`config.mk`:
```
export PLATFORM = sky130hd
export DESIGN_NAME = pipelined_prime_sieve
export DESIGN_NICKNAME = d
export VERILOG_FILES = /design/src/rtl/pps_pkg.sv /design/src/rtl/pps_cell.sv /design/src/rtl/pipelined_prime_sieve.sv
export VERILOG_INCLUDE_DIRS = /design/src /design/src/rtl
export SDC_FILE = /design/constraint.sdc
export NUM_CORES = 2
export LEC_CHECK = 0
export ABC_AREA = 1
export BUFFER_PORTS_ARGS = -buffer_cell sky130_fd_sc_hd__buf_2
export CELL_PAD_IN_SITES_DETAIL_PLACEMENT = 1
export CELL_PAD_IN_SITES_GLOBAL_PLACEMENT = 1
export CORE_MARGIN = 2
export CORE_UTILIZATION = 49
export DETAILED_ROUTE_END_ITERATION = 16
export PLACE_DENSITY_LB_ADDON = 0.2
export SYNTH_ARGS = -nofsm -noshare
export SYNTH_HDL_FRONTEND = slang
export SYNTH_SLANG_ARGS = --single-unit
```
`constraint.sdc`:
```
create_clock -name clk -period 10.4 [get_ports clk]
set_clock_uncertainty 0.05 [all_clocks]
set_input_delay 1.04 -clock clk [delete_from_list [all_inputs] [get_ports clk]]
set_output_delay 1.04 -clock clk [all_outputs]
set_load 0.005 [all_outputs]
```
`src/rtl/pipelined_prime_sieve_defines.svh`:
```
// Assertion macros for the pipelined prime sieve.
// Used by the top level only; each macro expects clk and rst_n in scope.
`ifndef PIPELINED_PRIME_SIEVE_DEFINES_SVH
`define PIPELINED_PRIME_SIEVE_DEFINES_SVH

// Same-cycle implication, disabled while reset is asserted.
`define PPS_ASSERT_NOW(label, ante, cons) \
    label: assert property (@(posedge clk) disable iff (!rst_n) (ante) |-> (cons)) \
        else $error("pipelined_prime_sieve: assertion failed");

// Next-cycle implication, disabled while reset is asserted.
`define PPS_ASSERT_NEXT(label, ante, cons) \
    label: assert property (@(posedge clk) disable iff (!rst_n) (ante) |=> (cons)) \
        else $error("pipelined_prime_sieve: assertion failed");

`endif

```
`src/rtl/pps_pkg.sv`:
```
// Shared types and constants for the pipelined prime sieve.
// No dependencies; imported by both RTL modules and both test files.
package pps_pkg;

    localparam int NUM_CELLS  = 32;
    localparam int VALUE_BITS = 16;
    localparam int STEP_BITS  = (VALUE_BITS > 1) ? $clog2(VALUE_BITS) : 1;

    typedef logic [VALUE_BITS-1:0] value_t;
    typedef logic [1:0]            status_t;

    // Input beat kinds.
    localparam logic KIND_NUMBER = 1'b0;
    localparam logic KIND_END    = 1'b1;

    // Result status codes.
    localparam status_t STAT_PRIME = 2'd0;
    localparam status_t STAT_END   = 2'd1;
    localparam status_t STAT_FULL  = 2'd2;

    // Control broadcast from the sequencer to every cell in the row.
    typedef struct packed {
        logic start;        // clear the partial remainder
        logic step;         // one restoring division step
        logic dividend_bit; // next dividend bit, most significant first
        logic shift;        // take value and fill flag from the neighbour
        logic clear;        // empty the cell
    } cell_ctrl_t;

endpackage

```
`src/rtl/pps_cell.sv`:
```
// One sieve cell: holds a stored prime and divides the current candidate by it.
// Depends on pps_pkg for the value and control types.
module pps_cell (
    input  logic                clk,
    input  logic                rst_n,
    input  pps_pkg::cell_ctrl_t ctrl,
    input  pps_pkg::value_t     prev_value,
    input  logic                prev_used,
    output pps_pkg::value_t     value,
    output logic                used,
    output logic                hit
);
    import pps_pkg::*;

    value_t              prime_reg;
    value_t              rem_reg;
    logic                used_reg;
    logic [VALUE_BITS:0] trial;
    logic [VALUE_BITS:0] diff;

    // Restoring division step: shift in a dividend bit, subtract if it fits.
    assign trial = {rem_reg, ctrl.dividend_bit};
    assign diff  = trial - {1'b0, prime_reg};

    // Stored prime moves along the row when a new prime enters at the head.
    always_ff @(posedge clk)
    begin
        if (ctrl.shift)
        begin
            prime_reg <= prev_value;
        end
    end

    // Fill flag follows the stored prime and is dropped at end of stream.
    always_ff @(posedge clk or negedge rst_n)
    begin
        if (!rst_n)
        begin
            used_reg <= 1'b0;
        end
        else if (ctrl.clear)
        begin
            used_reg <= 1'b0;
        end
        else if (ctrl.shift)
        begin
            used_reg <= prev_used;
        end
    end

    // Partial remainder; a zero divisor leaves the dividend in place.
    always_ff @(posedge clk)
    begin
        if (ctrl.start)
        begin
            rem_reg <= '0;
        end
        else if (ctrl.step)
        begin
            if (diff[VALUE_BITS])
            begin
                rem_reg <= trial[VALUE_BITS-1:0];
            end
            else
            begin
                rem_reg <= diff[VALUE_BITS-1:0];
            end
        end
    end

    assign value = prime_reg;
    assign used  = used_reg;
    assign hit   = used_reg && (prime_reg != '0) && (rem_reg == '0);

endmodule

```
`src/rtl/pipelined_prime_sieve.sv`:
```
// Top level of the pipelined prime sieve: sequencer, output register, cell row.
// Depends on pps_pkg, pps_cell and pipelined_prime_sieve_defines.svh.
//
//   Channel  Signals                                Direction
//   in       in_valid in_ready kind candidate        into the block
//   out      out_valid out_ready status prime_value  out of the block
//
// A candidate takes one restoring division step per value bit, run in every
// cell at once, then a decision state combines the cell flags, registers the
// result and shifts a new prime into the row; the next beat is taken once the
// sequencer is back in idle. An end beat goes straight to the decision state.
// Reset empties the row at once. A waiting result does not block the next
// input beat; a stalled output only holds the block once a second result is ready.
`include "pipelined_prime_sieve_defines.svh"

module pipelined_prime_sieve (
    input  logic             clk,
    input  logic             rst_n,
    input  logic             in_valid,
    output logic             in_ready,
    input  logic             kind,
    input  logic [15:0]      candidate,
    output logic             out_valid,
    input  logic             out_ready,
    output pps_pkg::status_t status,
    output logic [15:0]      prime_value
);
    import pps_pkg::*;

    localparam logic [1:0] S_IDLE = 2'd0;
    localparam logic [1:0] S_RUN  = 2'd1;
    localparam logic [1:0] S_DONE = 2'd2;

    logic [1:0]           state_reg;
    logic [1:0]           state_next;
    logic [STEP_BITS-1:0] step_reg;
    value_t               cand_reg;
    value_t               dvd_reg;
    logic                 end_reg;
    logic                 out_valid_reg;
    status_t              status_reg;
    value_t               prime_value_reg;

    cell_ctrl_t           ctrl;
    value_t               cell_value [NUM_CELLS];
    logic [NUM_CELLS-1:0] used_vec;
    logic [NUM_CELLS-1:0] hit_vec;

    logic accept;
    logic out_free;
    logic any_hit;
    logic row_full;
    logic emit;
    logic finish;
    logic last_step;

    // Handshake and decision terms.
    assign in_ready  = (state_reg == S_IDLE);
    assign accept    = in_valid && in_ready;
    assign out_free  = !out_valid_reg || out_ready;
    assign any_hit   = |hit_vec;
    assign row_full  = used_vec[NUM_CELLS-1];
    assign emit      = end_reg || !any_hit;
    assign finish    = (state_reg == S_DONE) && (!emit || out_free);
    assign last_step = (step_reg == STEP_BITS'(VALUE_BITS - 1));

    // Control broadcast to the row.
    always_comb
    begin
        ctrl.start        = accept;
        ctrl.step         = (state_reg == S_RUN);
        ctrl.dividend_bit = dvd_reg[VALUE_BITS-1];
        ctrl.shift        = finish && !end_reg && !any_hit && !row_full;
        ctrl.clear        = finish && end_reg;
    end

    // Sequencer.
    always_comb
    begin
        state_next = state_reg;
        unique case (state_reg)
            S_IDLE:
            begin
                if (accept)
                begin
                    state_next = (kind == KIND_END) ? S_DONE : S_RUN;
                end
            end
            S_RUN:
            begin
                if (last_step)
                begin
                    state_next = S_DONE;
                end
            end
            S_DONE:
            begin
                if (finish)
                begin
                    state_next = S_IDLE;
                end
            end
            default:
            begin
                state_next = S_IDLE;
            end
        endcase
    end

    always_ff @(posedge clk or negedge rst_n)
    begin
        if (!rst_n)
        begin
            state_reg <= S_IDLE;
            step_reg  <= '0;
        end
        else
        begin
            state_reg <= state_next;
            if (accept)
            begin
                step_reg <= '0;
            end
            else if (state_reg == S_RUN)
            begin
                step_reg <= step_reg + 1'b1;
            end
        end
    end

    // Captured beat and the dividend shifter, most significant bit first.
    always_ff @(posedge clk)
    begin
        if (accept)
        begin
            cand_reg <= candidate[VALUE_BITS-1:0];
            dvd_reg  <= candidate[VALUE_BITS-1:0];
            end_reg  <= kind;
        end
        else if (state_reg == S_RUN)
        begin
            dvd_reg <= {dvd_reg[VALUE_BITS-2:0], 1'b0};
        end
    end

    // Output register.
    always_ff @(posedge clk or negedge rst_n)
    begin
        if (!rst_n)
        begin
            out_valid_reg <= 1'b0;
        end
        else if (finish && emit)
        begin
            out_valid_reg <= 1'b1;
        end
        else if (out_ready)
        begin
            out_valid_reg <= 1'b0;
        end
    end

    always_ff @(posedge clk)
    begin
        if (finish && emit)
        begin
            if (end_reg)
            begin
                status_reg      <= STAT_END;
                prime_value_reg <= '0;
            end
            else
            begin
                status_reg      <= row_full ? STAT_FULL : STAT_PRIME;
                prime_value_reg <= cand_reg;
            end
        end
    end

    assign out_valid   = out_valid_reg;
    assign status      = status_reg;
    assign prime_value = 16'(prime_value_reg);

    // Row of cells; a new prime enters at cell zero and the row shifts.
    for (genvar i = 0; i < NUM_CELLS; i++)
    begin : g_cell
        value_t prev_value;
        logic   prev_used;

        if (i == 0)
        begin : g_head
            assign prev_value = cand_reg;
            assign prev_used  = 1'b1;
        end
        else
        begin : g_body
            assign prev_value = cell_value[i-1];
            assign prev_used  = used_vec[i-1];
        end

        pps_cell u_cell (
            .clk        (clk),
            .rst_n      (rst_n),
            .ctrl       (ctrl),
            .prev_value (prev_value),
            .prev_used  (prev_used),
            .value      (cell_value[i]),
            .used       (used_vec[i]),
            .hit        (hit_vec[i])
        );
    end

    // The row always fills from cell zero without gaps.
    `PPS_ASSERT_NOW(a_row_packed, 1'b1, ((used_vec & (used_vec >> 1)) == (used_vec >> 1)))
    // A result only appears after the decision cycle.
    `PPS_ASSERT_NOW(a_out_from_done, $rose(out_valid_reg), ($past(state_reg) == S_DONE))
    // A candidate beat starts the division run, an end beat goes straight to the decision.
    `PPS_ASSERT_NEXT(a_beat_routing, accept, ((state_reg == S_RUN) != end_reg))
    // A full row is never shifted.
    `PPS_ASSERT_NOW(a_no_shift_full, ctrl.shift, !row_full)

endmodule

```
# Word-level counts from Yosys, hierarchy flattened
# Cells that the tools add are included.
# word_totals
wordCells	400
ff_bits	1114
output_inout_bits	20
# op_classes
muxes	108
n_addsub	33
reduce_logical	149
n_eq_ne	6
# ops
operator	n
16-bit two-way mux	34
17-bit by 16-bit subtractor with 17-bit output	32
16-bit zero test	32
16-bit nonzero test	32
1-bit logical AND	71
1-bit two-way mux	66
32-bit OR reduction	1
2-bit two-way mux	5
4-bit two-way mux	2
2-bit one-hot mux with 3 select lines	1
2-bit nonzero test	3
1-bit zero test	5
4-bit by 1-bit adder with 4-bit output, second input constant	1
4-bit equality test, second input constant	1
2-bit by 1-bit != test with 1-bit output, second input constant	2
1-bit logical OR	3
3-bit AND reduction	1
2-bit by 1-bit equality test with 1-bit output, second input constant	1
2-bit equality test, second input constant	1
2-bit zero test	1
2-bit != test, second input constant	1

# Longest topological paths before layout
# logic_depth
ltp_word	14
mapped_depth	20

# Modules after synthesis
# Synthesis repeated with hierarchy kept, for this count alone.
# hier_totals
cells_unflattened	12483
hier_area_um2	84572.4
# modules_own_cells
mod	area_per_inst_um2	n_inst	cells_per_inst
pps_cell at g_cell[22].u_cell ...	2611.3	18	385
pps_cell at g_cell[0].u_cell ...	2499.9	10	378
pps_cell at g_cell[11].u_cell ...	2539.9	4	388
pipelined_prime_sieve	2411.1	1	221

# Worst setup path before layout
# Ideal clock, no wire load.
# synth_path
path_kind	input port to flip-flop
start	input port out_ready
end	register g_cell[0].u_cell.prime_reg[0] (enable)
slack_ns	2.278
required_time_ns	9.695
path_stages	5
t_arrival_ns	7.417
cell_sequence	nor2_1 inv_1 nand4_1 nor2_1 buf_2
# synth_lines
element	line_no	rtl
from (decl)	pipelined_prime_sieve.sv:24	input logic out_ready,
to (signal assigned)	pps_cell.sv:30	prime_reg <= prev_value;
to (decl)	pps_cell.sv:15	value_t prime_reg;

# Worst setup path in the final report
# layout_path
start	register dvd_reg[15]
end	register g_cell[7].u_cell.rem_reg[1]
# layout_via
elab_chain_len	2
# layout_lines
element	line_no	rtl
from (decl)	pipelined_prime_sieve.sv:38	value_t dvd_reg;
from (signal assigned)	pipelined_prime_sieve.sv:137	dvd_reg <= candidate[VALUE_BITS-1:0];
from (signal assigned)	pipelined_prime_sieve.sv:142	dvd_reg <= {dvd_reg[VALUE_BITS-2:0], 1'b0};
17-bit by 16-bit subtractor with 17-bit output	pps_cell.sv:23	assign diff = trial - {1'b0, prime_reg};
16-bit two-way mux	pps_cell.sv:60	if (diff[VALUE_BITS])
to (signal assigned)	pps_cell.sv:62	rem_reg <= trial[VALUE_BITS-1:0];
to (signal assigned)	pps_cell.sv:66	rem_reg <= diff[VALUE_BITS-1:0];
to (decl)	pps_cell.sv:16	value_t rem_reg;
# Every way passes these cells.
# A chain may end at the register's enable or synchronous reset.

==> flow_metrics.tcl <==
set metrics [dict create \
    run_status "finished clean" \
    synth.avg_cell_area_um2 7.73 \
    row_count 137 \
    cts_buffers 132 \
    cp.required_ns 10.96 \
    worst_pin_slew_ns 1.27 \
    clock-sinks 1114 \
    hold_depth 1 \
    maxSlewViolCount 0 \
    hold-worst-slack_ns 0.391 \
    via_per_inst 5.57 \
    setup_viol 0 \
    numPortBuffers 40 \
    netlist_instances 8920 \
    ys_seq_area_share_pct 40.8 \
    synth_nets 9486 \
    drcViolationCount 0 \
    first_iter_violations 3662 \
    drtAntennaViolNets 0 \
    grt_pass1_vias 64201 \
    rsz0062_at_grt "false" \
    start_kind "flip-flop" \
    ctsResizeCount 0 \
    die_w_um 379 \
    fin_crit_sh_pct 47.8 \
    clkSlewWorstSetupHoldPaths_ns 0.06 \
    clock_latency_ns 0.79 \
    irDropWorstVdd_uv 321 \
    slew_headroom_pct 14.7 \
    initial_utilization_pct 49.4 \
    min_path_type "in -> reg" \
    finalHoldViolCount 0 \
    synth_area_leaders "edfxtp_1, dfxtp_1, nand2_1" \
    worstPathArrival_ns 5.53 \
    hold_buffers 0 \
    cts-root-buf "clkbuf_16" \
    power_mw 23.4 \
    detailed_place_hpwl_um 154000 \
    leakage_nw 35.7 \
    cts_buffer_depth 3 \
    synth_most_common_cell "nand2_1" \
    crit_type "reg -> reg" \
    grt_max_degree 185 \
    synthesis.area_um2 68900 \
    n_antenna_cell 0 \
    area_growth_pct 9.10 \
    p_per_area_nw_per_um2 311 \
    ys_seq_elements 1114 \
    synth_common_cells "nand2_1, inv_1, nor2_1" \
    cts_tree "built" \
    fillers 17443 \
    io_pins 41 \
    die_h_um 379 \
    nNetsFinal 9482 \
    track_usage_pct 29.8 \
    finalCriticalPeriod_ns 4.97 \
    yosys.area.top_type_share_pct 24.5 \
    max_freq_mhz 201 \
    grt_pass1_wl_um 343000 \
    drive_above_1_share_pct 4.03 \
    wl_per_cell_um 19.7 \
    ys_warn_count 0 \
    post-route-util_pct 53.9 \
    synth_enable_flop_cells 563 \
    crit_fanout 29 \
    yosys.area.top_type "edfxtp_1" \
    vias 60753 \
    endpoint_kind "flip-flop" \
    firstDrtPassIters 8 \
    fin_setup_tns_ns 0 \
    antenna_found_initial 2 \
    grt_overflow 0 \
    dominantRegCellSynth "edfxtp_1" \
    wl_um 215000 \
    core-area_um2 140000 \
    cap_violations 0 \
    gp_congestion 0.898 \
    htreeDepth 4 \
    postSynth.asyncResetShare_pct 3.50 \
    postCtsSetupRepairBufs 0 \
    die_area_um2 144000 \
    rr_worst_depth 15 \
    synth.distinct_cells 50 \
]
## stage by stage
| stage | std cells | worst slack, ns | instance area, um2 |
|---|---|---|---|
| after floorplan | 8920 | 2.28 | 68900 |
| after global placement | 10658 | 5.70 | 70800 |
| after detailed placement | 10658 | 5.53 | 70800 |
| after CTS | 10904 | 5.43 | 75200 |
| after global routing | 10904 | 5.16 | 75200 |
| final | 10904 | 5.43 | 75200 |
## where the power goes
part	switching [mW]	total [mW]	internal (mW)
Combinational	7.82	11.6	3.73
Clock	2.03	4.80	2.77
Sequential	1.06	7.05	6.00
## kinds of logic (layout without fill, tap and decap cells)
group                      count (synthesis)  after routing  synth area share, %
DFF                                     1114           1114                 40.8
buffers and inverters                   1699           1807                 9.53
and+or+nand+nor                         3403           3403                 20.3
AOI/OAI and AO/OA                       1754           1754                 14.0
adders and majority gates                545            545                 10.2
xor gates and xnor gates                 405            405                 5.17
## final timing paths
kind	from	endpoint	slack, ns
worst max-delay path	dvd_reg[15]$_DFFE_PP_	g_cell[7].u_cell.rem_reg[1]$_SDFFE_PP0P_	5.43
worst min-delay path	candidate[5]	cand_reg[5]$_DFFE_PP_	0.39
worst max register to register	dvd_reg[15]$_DFFE_PP_	g_cell[7].u_cell.rem_reg[1]$_SDFFE_PP0P_	5.43
worst min register to register	cand_reg[1]$_DFFE_PP_	g_cell[0].u_cell.value[1]$_DFFE_PP_	0.40
max in group asynchronous	rst_n	g_cell[28].u_cell.used$_DFFE_PN0P_	9.22
min in group asynchronous	rst_n	out_valid$_DFFE_PN0P_	0.45
## area by class of cell
| class | instances | area, um2 | area share (%) |
|---|---|---|---|
| multi-input cells | 6107 | 34200 | 45.5 |
| clock inverters | 69 | 786 | 1.04 |
| inverters | 1500 | 5650 | 7.51 |
| repair buffers | 61 | 395 | 0.526 |
| well taps | 1876 | 2350 | 3.12 |
| clock buffers | 177 | 3640 | 4.85 |
| flip-flops and latches | 1114 | 28100 | 37.4 |
## per-layer routing
layer	routed length (um)	track usage [%]
met5	0	0
met4	8350	11.9
met3	7760	3.42
met2	107000	53.1
met1	92300	36.4
## cells in the final DEF, fill, tap and decap left out, types with 16 or more instances in the layout
master	n
dfxtp_1	512
o211ai_1	47
buf_4	18
a21boi_0	18
ha_1	513
buf_2	40
clkbuf_1	29
dfrtp_1	39
nand4_1	124
a211oi_1	49
edfxtp_1	563
o21ai_2	23
o21bai_1	30
nor2_1	940
nor3_1	81
nand2_2	28
a31oi_1	16
fa_1	32
nand3_1	434
clkbuf_16	133
a21oi_1	543
inv_1	1484
xnor2_1	110
o22ai_1	91
a21o_1	27
nand3b_1	28
a221oi_1	18
nand2_1	1736
xor2_1	293
o21ai_1	44
clkinv_2	23
o21ai_0	819
## critical path, cell delays in order, from the launching register on
cell and delay [ns]:
edfxtp_1 0.33, buf_4 0.41, inv_4 0.38, buf_4 0.42
ha_1 0.30, fa_1 0.42, o21ai_1 0.26, a21oi_1 0.17
o21ai_1 0.28, nand3_1 0.15, nand3_1 0.10, nand2_1 0.28
inv_1 0.70, nand2_1 0.17, o211ai_1 0.16, o21ai_0 0.14
No activity file was read; power rests on OpenSTA's default activity.
